--- src/hdl/sbfr_pkg.sv ---
// ----------------------------------------------------------------------------
// sbfr_pkg
// Constants, status codes and the frame decode function of the start byte
// frame receiver.
// ----------------------------------------------------------------------------
package sbfr_pkg;

    // Frame layout
    localparam logic [7:0] START_BYTE = 8'hFA;
    localparam int         FRAME_LEN  = 6;
    localparam int         POS_W      = 3;
    localparam logic [POS_W-1:0] FIRST_POS = POS_W'(1);
    localparam logic [POS_W-1:0] LAST_POS  = POS_W'(FRAME_LEN - 1);

    // Command and subcommand codes
    localparam logic [7:0] CMD_GAME   = 8'h02;
    localparam logic [7:0] CMD_CELL   = 8'h04;
    localparam logic [7:0] SUB_START  = 8'h84;
    localparam logic [7:0] SUB_BLUE   = 8'h81;
    localparam logic [7:0] SUB_RED    = 8'h82;
    localparam logic [1:0] FIELD_BAD  = 2'h3;

    // Result status codes
    typedef enum logic [2:0] {
        ST_INVALID = 3'd0,
        ST_START   = 3'd1,
        ST_BLUE    = 3'd2,
        ST_RED     = 3'd3,
        ST_CELL    = 3'd4
    } frame_status_t;

    typedef struct packed {
        frame_status_t status;
        logic [1:0]    row;
        logic [1:0]    column;
        logic [1:0]    color;
    } frame_result_t;

    // Decode a complete frame. Byte 0 is always the start byte, so only
    // bytes 1..4 and the running XOR of bytes 0..5 are needed.
    function automatic frame_result_t decode_frame(
        input logic [7:0]  addr_lo,
        input logic [7:0]  addr_hi,
        input logic [7:0]  cmd,
        input logic [7:0]  sub,
        input logic [7:0]  xor_sum,
        input logic [15:0] display_number
    );
        frame_result_t res;
        logic          hdr_ok;
        res.status = ST_INVALID;
        res.row    = 2'd0;
        res.column = 2'd0;
        res.color  = 2'd0;
        hdr_ok = (addr_lo == display_number[7:0]) &&
                 (addr_hi == display_number[15:8]) &&
                 ((cmd == CMD_GAME) || (cmd == CMD_CELL)) &&
                 (xor_sum == 8'h00);
        if (hdr_ok) begin
            if (sub == SUB_START) begin
                res.status = ST_START;
            end else if (sub == SUB_BLUE) begin
                res.status = ST_BLUE;
            end else if (sub == SUB_RED) begin
                res.status = ST_RED;
            end else if ((sub[7:6] == 2'b00) && (sub[1:0] != FIELD_BAD) &&
                         (sub[3:2] != FIELD_BAD) && (sub[5:4] != FIELD_BAD)) begin
                res.status = ST_CELL;
                res.row    = sub[1:0];
                res.column = sub[3:2];
                res.color  = sub[5:4];
            end
        end
        return res;
    endfunction

endpackage

--- src/hdl/start_byte_frame_receiver_decoder.sv ---
// ----------------------------------------------------------------------------
// start_byte_frame_receiver_decoder
// Gathers received bytes into six-byte frames and decodes each frame.
// ----------------------------------------------------------------------------
// Takes one byte per clock while rx_stall is low. Byte 0xFA always opens
// a new frame and bytes outside a frame are dropped. The sixth byte of a
// frame yields one result transaction: header and XOR check, then the
// subcommand decode. A byte goes through an input register, and the decode
// of a final byte is registered in the output register that drives the
// output port. The output register frees the input side: a new byte is
// taken while a result waits, and rx_stall rises only when the decode stage
// holds a final byte and the pending result is not being taken.
// ----------------------------------------------------------------------------
module start_byte_frame_receiver_decoder
    import sbfr_pkg::*;
(
    input  logic        clk,
    input  logic        rst_n,
    // configuration
    input  logic        display_number_wr_en,
    input  logic [15:0] display_number_wr_data,
    // byte input
    input  logic        rx_valid,
    output logic        rx_stall,
    input  logic [7:0]  rx_byte,
    // result output
    output logic        frame_valid,
    input  logic        frame_stall,
    output logic [2:0]  frame_status,
    output logic [1:0]  cell_row,
    output logic [1:0]  cell_column,
    output logic [1:0]  cell_color
);

    logic [15:0]      display_number_reg;
    logic             in_vld_reg;
    logic [7:0]       in_byte_reg;
    logic             in_frame_reg, in_frame_next;
    logic [POS_W-1:0] pos_reg, pos_next;
    logic [7:0]       xor_reg, xor_next;
    logic [7:0]       byte1_reg, byte2_reg, byte3_reg, byte4_reg;
    logic             out_vld_reg;
    frame_result_t    out_reg;

    logic             is_start;
    logic             is_last;
    logic             out_free;
    logic             advance;
    frame_result_t    result;

    // Configuration register
    always_ff @(posedge clk or negedge rst_n) begin
        if (!rst_n) begin
            display_number_reg <= 16'd0;
        end else if (display_number_wr_en) begin
            display_number_reg <= display_number_wr_data;
        end
    end

    // Decode stage control
    assign is_start = (in_byte_reg == START_BYTE);
    assign is_last  = !is_start && in_frame_reg && (pos_reg >= LAST_POS);
    assign out_free = !out_vld_reg || !frame_stall;
    assign advance  = in_vld_reg && (!is_last || out_free);
    assign rx_stall = in_vld_reg && !advance;

    // Input register
    always_ff @(posedge clk or negedge rst_n) begin
        if (!rst_n) begin
            in_vld_reg <= 1'b0;
        end else if (rx_valid && !rx_stall) begin
            in_vld_reg <= 1'b1;
        end else if (advance) begin
            in_vld_reg <= 1'b0;
        end
    end

    always_ff @(posedge clk) begin
        if (rx_valid && !rx_stall) begin
            in_byte_reg <= rx_byte;
        end
    end

    // Frame tracking
    always_comb begin
        in_frame_next = in_frame_reg;
        pos_next      = pos_reg;
        xor_next      = xor_reg;
        if (is_start) begin
            in_frame_next = 1'b1;
            pos_next      = FIRST_POS;
            xor_next      = START_BYTE;
        end else if (is_last) begin
            in_frame_next = 1'b0;
            pos_next      = '0;
        end else if (in_frame_reg) begin
            pos_next = pos_reg + POS_W'(1);
            xor_next = xor_reg ^ in_byte_reg;
        end
    end

    always_ff @(posedge clk or negedge rst_n) begin
        if (!rst_n) begin
            in_frame_reg <= 1'b0;
            pos_reg      <= '0;
        end else if (advance) begin
            in_frame_reg <= in_frame_next;
            pos_reg      <= pos_next;
        end
    end

    // Frame bytes, written by position
    always_ff @(posedge clk) begin
        if (advance) begin
            xor_reg <= xor_next;
            if (in_frame_reg && !is_start) begin
                case (pos_reg)
                    3'd1:    byte1_reg <= in_byte_reg;
                    3'd2:    byte2_reg <= in_byte_reg;
                    3'd3:    byte3_reg <= in_byte_reg;
                    3'd4:    byte4_reg <= in_byte_reg;
                    default: ;
                endcase
            end
        end
    end

    // Decode of a complete frame
    assign result = decode_frame(byte1_reg, byte2_reg, byte3_reg, byte4_reg,
                                 xor_reg ^ in_byte_reg, display_number_reg);

    // Result register
    always_ff @(posedge clk or negedge rst_n) begin
        if (!rst_n) begin
            out_vld_reg <= 1'b0;
        end else if (advance && is_last) begin
            out_vld_reg <= 1'b1;
        end else if (!frame_stall) begin
            out_vld_reg <= 1'b0;
        end
    end

    always_ff @(posedge clk) begin
        if (advance && is_last) begin
            out_reg <= result;
        end
    end

    assign frame_valid  = out_vld_reg;
    assign frame_status = 3'(out_reg.status);
    assign cell_row     = out_reg.row;
    assign cell_column  = out_reg.column;
    assign cell_color   = out_reg.color;

endmodule

--- config.mk ---
export PLATFORM = sky130hd
export DESIGN_NAME = start_byte_frame_receiver_decoder
export DESIGN_NICKNAME = d
export VERILOG_FILES = /design/src/hdl/sbfr_pkg.sv /design/src/hdl/start_byte_frame_receiver_decoder.sv
export SDC_FILE = /design/constraint.sdc
export NUM_CORES = 1
export LEC_CHECK = 0
export ABC_AREA = 1
export BUFFER_PORTS_ARGS = -buffer_cell sky130_fd_sc_hd__buf_2
export CAP_MARGIN = 25
export CORE_ASPECT_RATIO = 0.8
export CORE_UTILIZATION = 58
export CTS_CLUSTER_DIAMETER = 80
export DETAILED_ROUTE_END_ITERATION = 8
export GPL_ROUTABILITY_DRIVEN = 0
export PLACE_DENSITY_LB_ADDON = 0.15
export SLEW_MARGIN = 20
export SYNTH_ARGS = -nofsm -noshare
export SYNTH_HDL_FRONTEND = slang
export SYNTH_SLANG_ARGS = --single-unit
--- constraint.sdc ---
create_clock -name clk -period 2.5 [get_ports clk]
set_input_delay 0.125 -clock clk [delete_from_list [all_inputs] [get_ports clk]]
set_output_delay 0.125 -clock clk [all_outputs]
set_load 0.01 [all_outputs]
# Word-level counts from Yosys, hierarchy flattened

Cells that the tools add are included.

$add $sub $neg: 1
Multiply operators: 0
Divide/modulo/power cells: 0
Magnitude comparators: 1
Equality and inequality tests: 17
Shift operators: 0
Mux-type cells: 15
Bitwise gates (word level): 3
Reductions and logical operators: 37

Operator list:

| operator                                                  | count |
|---|---|
| equality test 8 bit (second input constant)               | 4 |
| equality test 8 bit                                       | 2 |
| 2-to-1 mux 8 bit                                          | 2 |
| AND reduction 3 bit                                       | 5 |
| logical AND 1 bit                                         | 12 |
| 2-to-1 mux 3 bit                                          | 3 |
| 2-to-1 mux 9 bit                                          | 1 |
| equality test 8 x 2 -> 1 bit (second input constant)      | 1 |
| equality test 8 x 3 -> 1 bit (second input constant)      | 1 |
| zero test 8 bit                                           | 1 |
| != test 2 bit (second input constant)                     | 4 |
| bitwise XOR 8 bit                                         | 1 |
| 2-to-1 mux 1 bit                                          | 7 |
| equality test 3 x 2 -> 1 bit (second input constant)      | 2 |
| zero test 1 bit                                           | 6 |
| nonzero test 2 bit                                        | 3 |
| OR reduction 5 bit                                        | 1 |
| 2-to-1 mux 2 bit                                          | 2 |
| AND reduction 2 bit                                       | 2 |
| OR reduction 4 bit                                        | 1 |
| adder 3 x 1 -> 3 bit (second input constant)              | 1 |
| equality test 3 x 1 -> 1 bit (second input constant)      | 1 |
| equality test 3 bit (second input constant)               | 1 |
| greater-or-equal comparator 3 bit (second input constant) | 1 |
| other kinds (6)                                           | 9 |

Flip-flop bits (word level): 79
Bits in latches: 0
RAM bits: 0
Bits in read-only memories: 0
Input bits: 29
Output and inout bits: 11
Word-level logic and storage cells: 91
Memories kept: 0

# Longest topological paths before layout

Depth in word-level cells: 12
Gate-level depth with buffers: 10
Depth with buffers taken out: 10

# Worst setup path before layout

Ideal clock, no wire load.

Path type: register to register
Start point: register pos_reg[1]
End point: register byte3_reg[0], enable pin
Setup time: 0.371 ns
Arrival time: 1.504 ns
Setup slack: 0.625 ns
Stages on the path, launching flop included: 10
Cells stage by stage: dfrtp_1 inv_1 ha_1 inv_1 a31oi_2 inv_1 nor2_1 a21oi_2 nand2_1 nor2_1

Cells in the longest elaborated chain, start to end: 6
Elaborated cells on any way between the ends: 7
Those cells by class: order compare (1); eq/ne (1); reduce/logical (5)

RTL lines:

| item                                     | RTL line                                 | source |
|---|---|---|
| from (decl)                              | start_byte_frame_receiver_decoder.sv:39  | `logic [POS_W-1:0] pos_reg, pos_next;` |
| from (signal assigned)                   | start_byte_frame_receiver_decoder.sv:108 | `pos_reg <= pos_next;` |
| greater-or-equal comparator 3 bit        | start_byte_frame_receiver_decoder.sv:62  | `assign is_last = !is_start && in_frame_reg && (pos_reg >= LAST_POS);` |
| logical AND 1 bit                        | start_byte_frame_receiver_decoder.sv:62  |  |
| zero test 1 bit                          | start_byte_frame_receiver_decoder.sv:64  | `assign advance = in_vld_reg && (!is_last \|\| out_free);` |
| logical OR 1 bit                         | start_byte_frame_receiver_decoder.sv:64  |  |
| logical AND 1 bit                        | start_byte_frame_receiver_decoder.sv:64  |  |
| AND reduction 3 bit (no source line) (*) | n/a                                      |  |
| to (signal assigned)                     | start_byte_frame_receiver_decoder.sv:120 | `3'd3: byte3_reg <= in_byte_reg;` |
| to (decl)                                | start_byte_frame_receiver_decoder.sv:41  | `logic [7:0] byte1_reg, byte2_reg, byte3_reg, byte4_reg;` |

Mark *: on every way between the ends. The rest lies on a longest branch, timed or not.
A chain may end at the register's enable or synchronous reset.

# Final worst setup path

Start point: register in_byte_reg[3]
End point: output port rx_stall

Cells in the longest elaborated chain, start to end: 9

RTL lines:

| item                           | RTL line                                | source |
|---|---|---|
| from (decl)                    | start_byte_frame_receiver_decoder.sv:37 | `logic [7:0] in_byte_reg;` |
| from (signal assigned)         | start_byte_frame_receiver_decoder.sv:80 | `in_byte_reg <= rx_byte;` |
| equality test 8 bit            | start_byte_frame_receiver_decoder.sv:61 | `assign is_start = (in_byte_reg == START_BYTE);` |
| zero test 1 bit                | start_byte_frame_receiver_decoder.sv:62 |  |
| logical AND 1 bit (2 in a row) | start_byte_frame_receiver_decoder.sv:62 |  |
| zero test 1 bit                | start_byte_frame_receiver_decoder.sv:64 |  |
| logical OR 1 bit               | start_byte_frame_receiver_decoder.sv:64 |  |
| logical AND 1 bit              | start_byte_frame_receiver_decoder.sv:64 |  |
| zero test 1 bit                | start_byte_frame_receiver_decoder.sv:65 | `assign rx_stall = in_vld_reg && !advance;` |
| logical AND 1 bit              | start_byte_frame_receiver_decoder.sv:65 |  |
| to (decl)                      | start_byte_frame_receiver_decoder.sv:24 | `output logic rx_stall,` |

No other way between the ends.

==> flow_summary.ini <==
[timing]
fin_setup_tns_ps = 0
holdWs_ps = 15.0
post-route-period-util_pct = 86.3
max_freq_mhz = 463
rsz0062_at_grt = no
hold_viol = 0
worst_slew_pin_slew_ps = 524
slew-limit-headroom_pct = 65.0
timing.final.ws_setup_ps = 342
min_period_ps = 2160
clock_skew_ps = 11.4
slew_viol_final = 0
setup_viol = 0

[critical_path]
crit_top_cell = nand2_1
crit_path_top_delay_cell = edfxtp_1
r2r_setup_slack_ps = 350
arrival_ps = 2030
startpoint_type = flop
path_class = flop to primary output
end_kind = primary output
path_buf_inv = 1
reg2reg_from = in_byte_reg[4]$_DFFE_PP_
cp_max_fo = 13
crit_chain = nand2_1 > nor3_1 > nand2_1 > nand4_1 > nor2_1 > buf_2
reg2reg_to = byte3_reg[5]$_DFFE_PP_
slowest_delay_ps = 500
rr_worst_depth = 9
cp_top_family = simple AND/OR/NAND/NOR gates
cp.depth = 6
required_ps = 2380

[cts]
cts_tree = built
numCtsBuffers = 9
cts.sinks = 79
cts_root_buffer = clkbuf_8
clockBufferDepth = 2
postCtsResizedCells = 0
clk_pin_slew_ps = 80
h-tree-depth = 3
clk_latency_ps = 360

[global_route]
grt_pass1_wl_um = 11300
grt-ovfl-total = 0
antenna_found_initial = 0
track_usage_pct = 25.2
grt_pass1_vias = 2485
grt_max_degree = 29

[cells_and_area]
nNetsFinal = 452
diodes = 0
largest_reg_flops = 16
drive_gt1_share_pct = 16.5
multi_input_area_um2 = 933
synthToLayoutAreaGrowth_pct = 23.3
instances_no_fill = 501
seq_area_um2 = 2260
n_fill_cell = 363

[hold_path]
hold_path_startpoint = display_number_wr_data[1]
whs_path_depth = 2
min_to = display_number_reg[1]$_DFFE_PN0P_
worstHoldPathType = input port to flop

[floorplanning]
die_w_um = 88.2
ios = 40
die_h_um = 71.0
initial_utilization_pct = 61.7
core_area_um2 = 5590
dieArea_um2 = 6260
rows = 24

[routing]
vias = 2453
ant_nets = 0
post-route-drc-count = 0
drtIter0Drc = 196
post_drt_via_cell_ratio = 4.90
dr.pass1.iters = 5
detail_route.wirelength_um = 6810
wl_per_cell_um = 13.6

[synthesis]
synthArstFlopShare_pct = 27.8
postSynthAreaPerCell_um2 = 10.1
synth-edff-count = 57
netlist.top_cell.by_area = edfxtp_1
synth.distinct_cells = 26
synth_ff_type = edfxtp_1
synth.most_common_cell = nand2_1
syn_nets = 376
synth_top_area_share_pct = 49.6
netlist_top_cells_count = 103 x nand2_1, 63 x inv_1, 57 x edfxtp_1
ys_ff_latch = 79
postSynthCellCount = 342
netlist_top_cells_area = edfxtp_1 50%, dfrtp_1 16%, nand2_1 11%
yosysSeqAreaShare_pct = 65.6
syn-cell-area_um2 = 3450
ys_warn_count = 0

[pwr]
power.density_nw_per_um2 = 696
p_leak_nw = 2.00
vdd_drop_max_uv = 511

[place]
hpwl_um = 4680
pre_cts_ws_ps = 358
port_buffers = 39
placedCellCount = 460

[run]
drv_cap = 0

[run_status]
status = complete, no violations
==> layer usage <==
| layer | GRT usage [%] | vias up | part of all wire [%] | wire length [um] |
|---|---|---|---|---|
| li1 | - | 1231 | - | - |
| met1 | 32.0 | 1131 | 44 | 2960 |
| met2 | 40.6 | 75 | 49 | 3340 |
| met3 | 5.72 | 16 | 4.6 | 315 |
| met4 | 13.3 | 0 | 2.7 | 187 |
| met5 | 0 | - | 0 | 0 |
==> cell usage in the layout (no fill, tap or decap), drive strengths merged <==
| cell type | Yosys | layout |
|---|---|---|
| nand2 | 103 | 103 |
| inv | 63 | 63 |
| edfxtp | 57 | 57 |
| buf | 1 | 44 |
| nor2 | 39 | 39 |
| dlygate4sd3 | 0 | 25 |
| dfrtp | 22 | 22 |
| o21ai | 18 | 18 |
| clkbuf | 3 | 11 |
| nand3 | 9 | 9 |
| ha | 5 | 5 |
| xnor2 | 4 | 4 |
| mux2 | 4 | 4 |
| nand4 | 3 | 3 |
| bufinv | 0 | 3 |
| nor3 | 3 | 3 |
| a31oi | 1 | 1 |
| a21oi | 1 | 1 |
| nand3b | 1 | 1 |
| nor4 | 1 | 1 |
| and2 | 1 | 1 |
| xor2 | 1 | 1 |
| o21a | 1 | 1 |
| o22ai | 1 | 1 |
| clkinv | 0 | 1 |
| clkinvlp | 0 | 1 |
==> final cells by class <==
cell class	instances	share of cell area, %
inverters	63	5.56
clock buffers	11	3.09
multi-input cells	196	22.0
clock inverters	5	2.50
well taps	78	2.30
flip-flops and latches	79	53.2
repair buffers	69	11.4
==> worst max path at each step <==
stage | start | to | slack [ps]
finish | in_byte_reg[3]$_DFFE_PP_ | rx_stall | 340
global route | in_byte_reg[4]$_DFFE_PP_ | rx_stall | 160
CTS | in_byte_reg[4]$_DFFE_PP_ | byte3_reg[1]$_DFFE_PP_ | 330
detailed placement | in_byte_reg[4]$_DFFE_PP_ | byte4_reg[4]$_DFFE_PP_ | 360
global placement | in_byte_reg[2]$_DFFE_PP_ | byte4_reg[4]$_DFFE_PP_ | 450
floorplan | pos_reg[1]$_DFFE_PN0P_ | byte3_reg[0]$_DFFE_PP_ | 630
==> cells by family (layout without fill, tap and decap cells) <==
group	after synthesis	after routing	share of synthesized area, %
compound gates	22	22	3.63
flops	79	79	65.6
fa+ha+maj	5	5	1.81
xor+xnor	5	5	1.27
mux	4	4	1.31
simple gates	160	160	19.0
buf+inv	67	148	7.33
==> timing repair <==
item                                    4_1_cts  5_1_grt
hold buffers                                 25        0
buffers inserted                              0        0
endpoints found under the setup margin        0        0
endpoints found under the hold margin        46        0
==> report_power, final <==
part / switching, mW / internal (mW)
Clock: 0.453 / 0.665
Combinational: 0.161 / 0.129
Sequential: 0.0651 / 1.48
==> through the flow <==
step | util (%) | power [mW] | instance area (um^2)
2_1_floorplan | - | 1.74 | 3450
3_3_place_gp | 67.4 | 1.82 | 3760
3_5_place_dp | 67.4 | 1.84 | 3760
4_1_cts | 76.1 | 2.97 | 4250
5_1_grt | 76.1 | 3.07 | 4250
6_report | 76.1 | 2.96 | 4250
(Power assumes the default switching activity.)
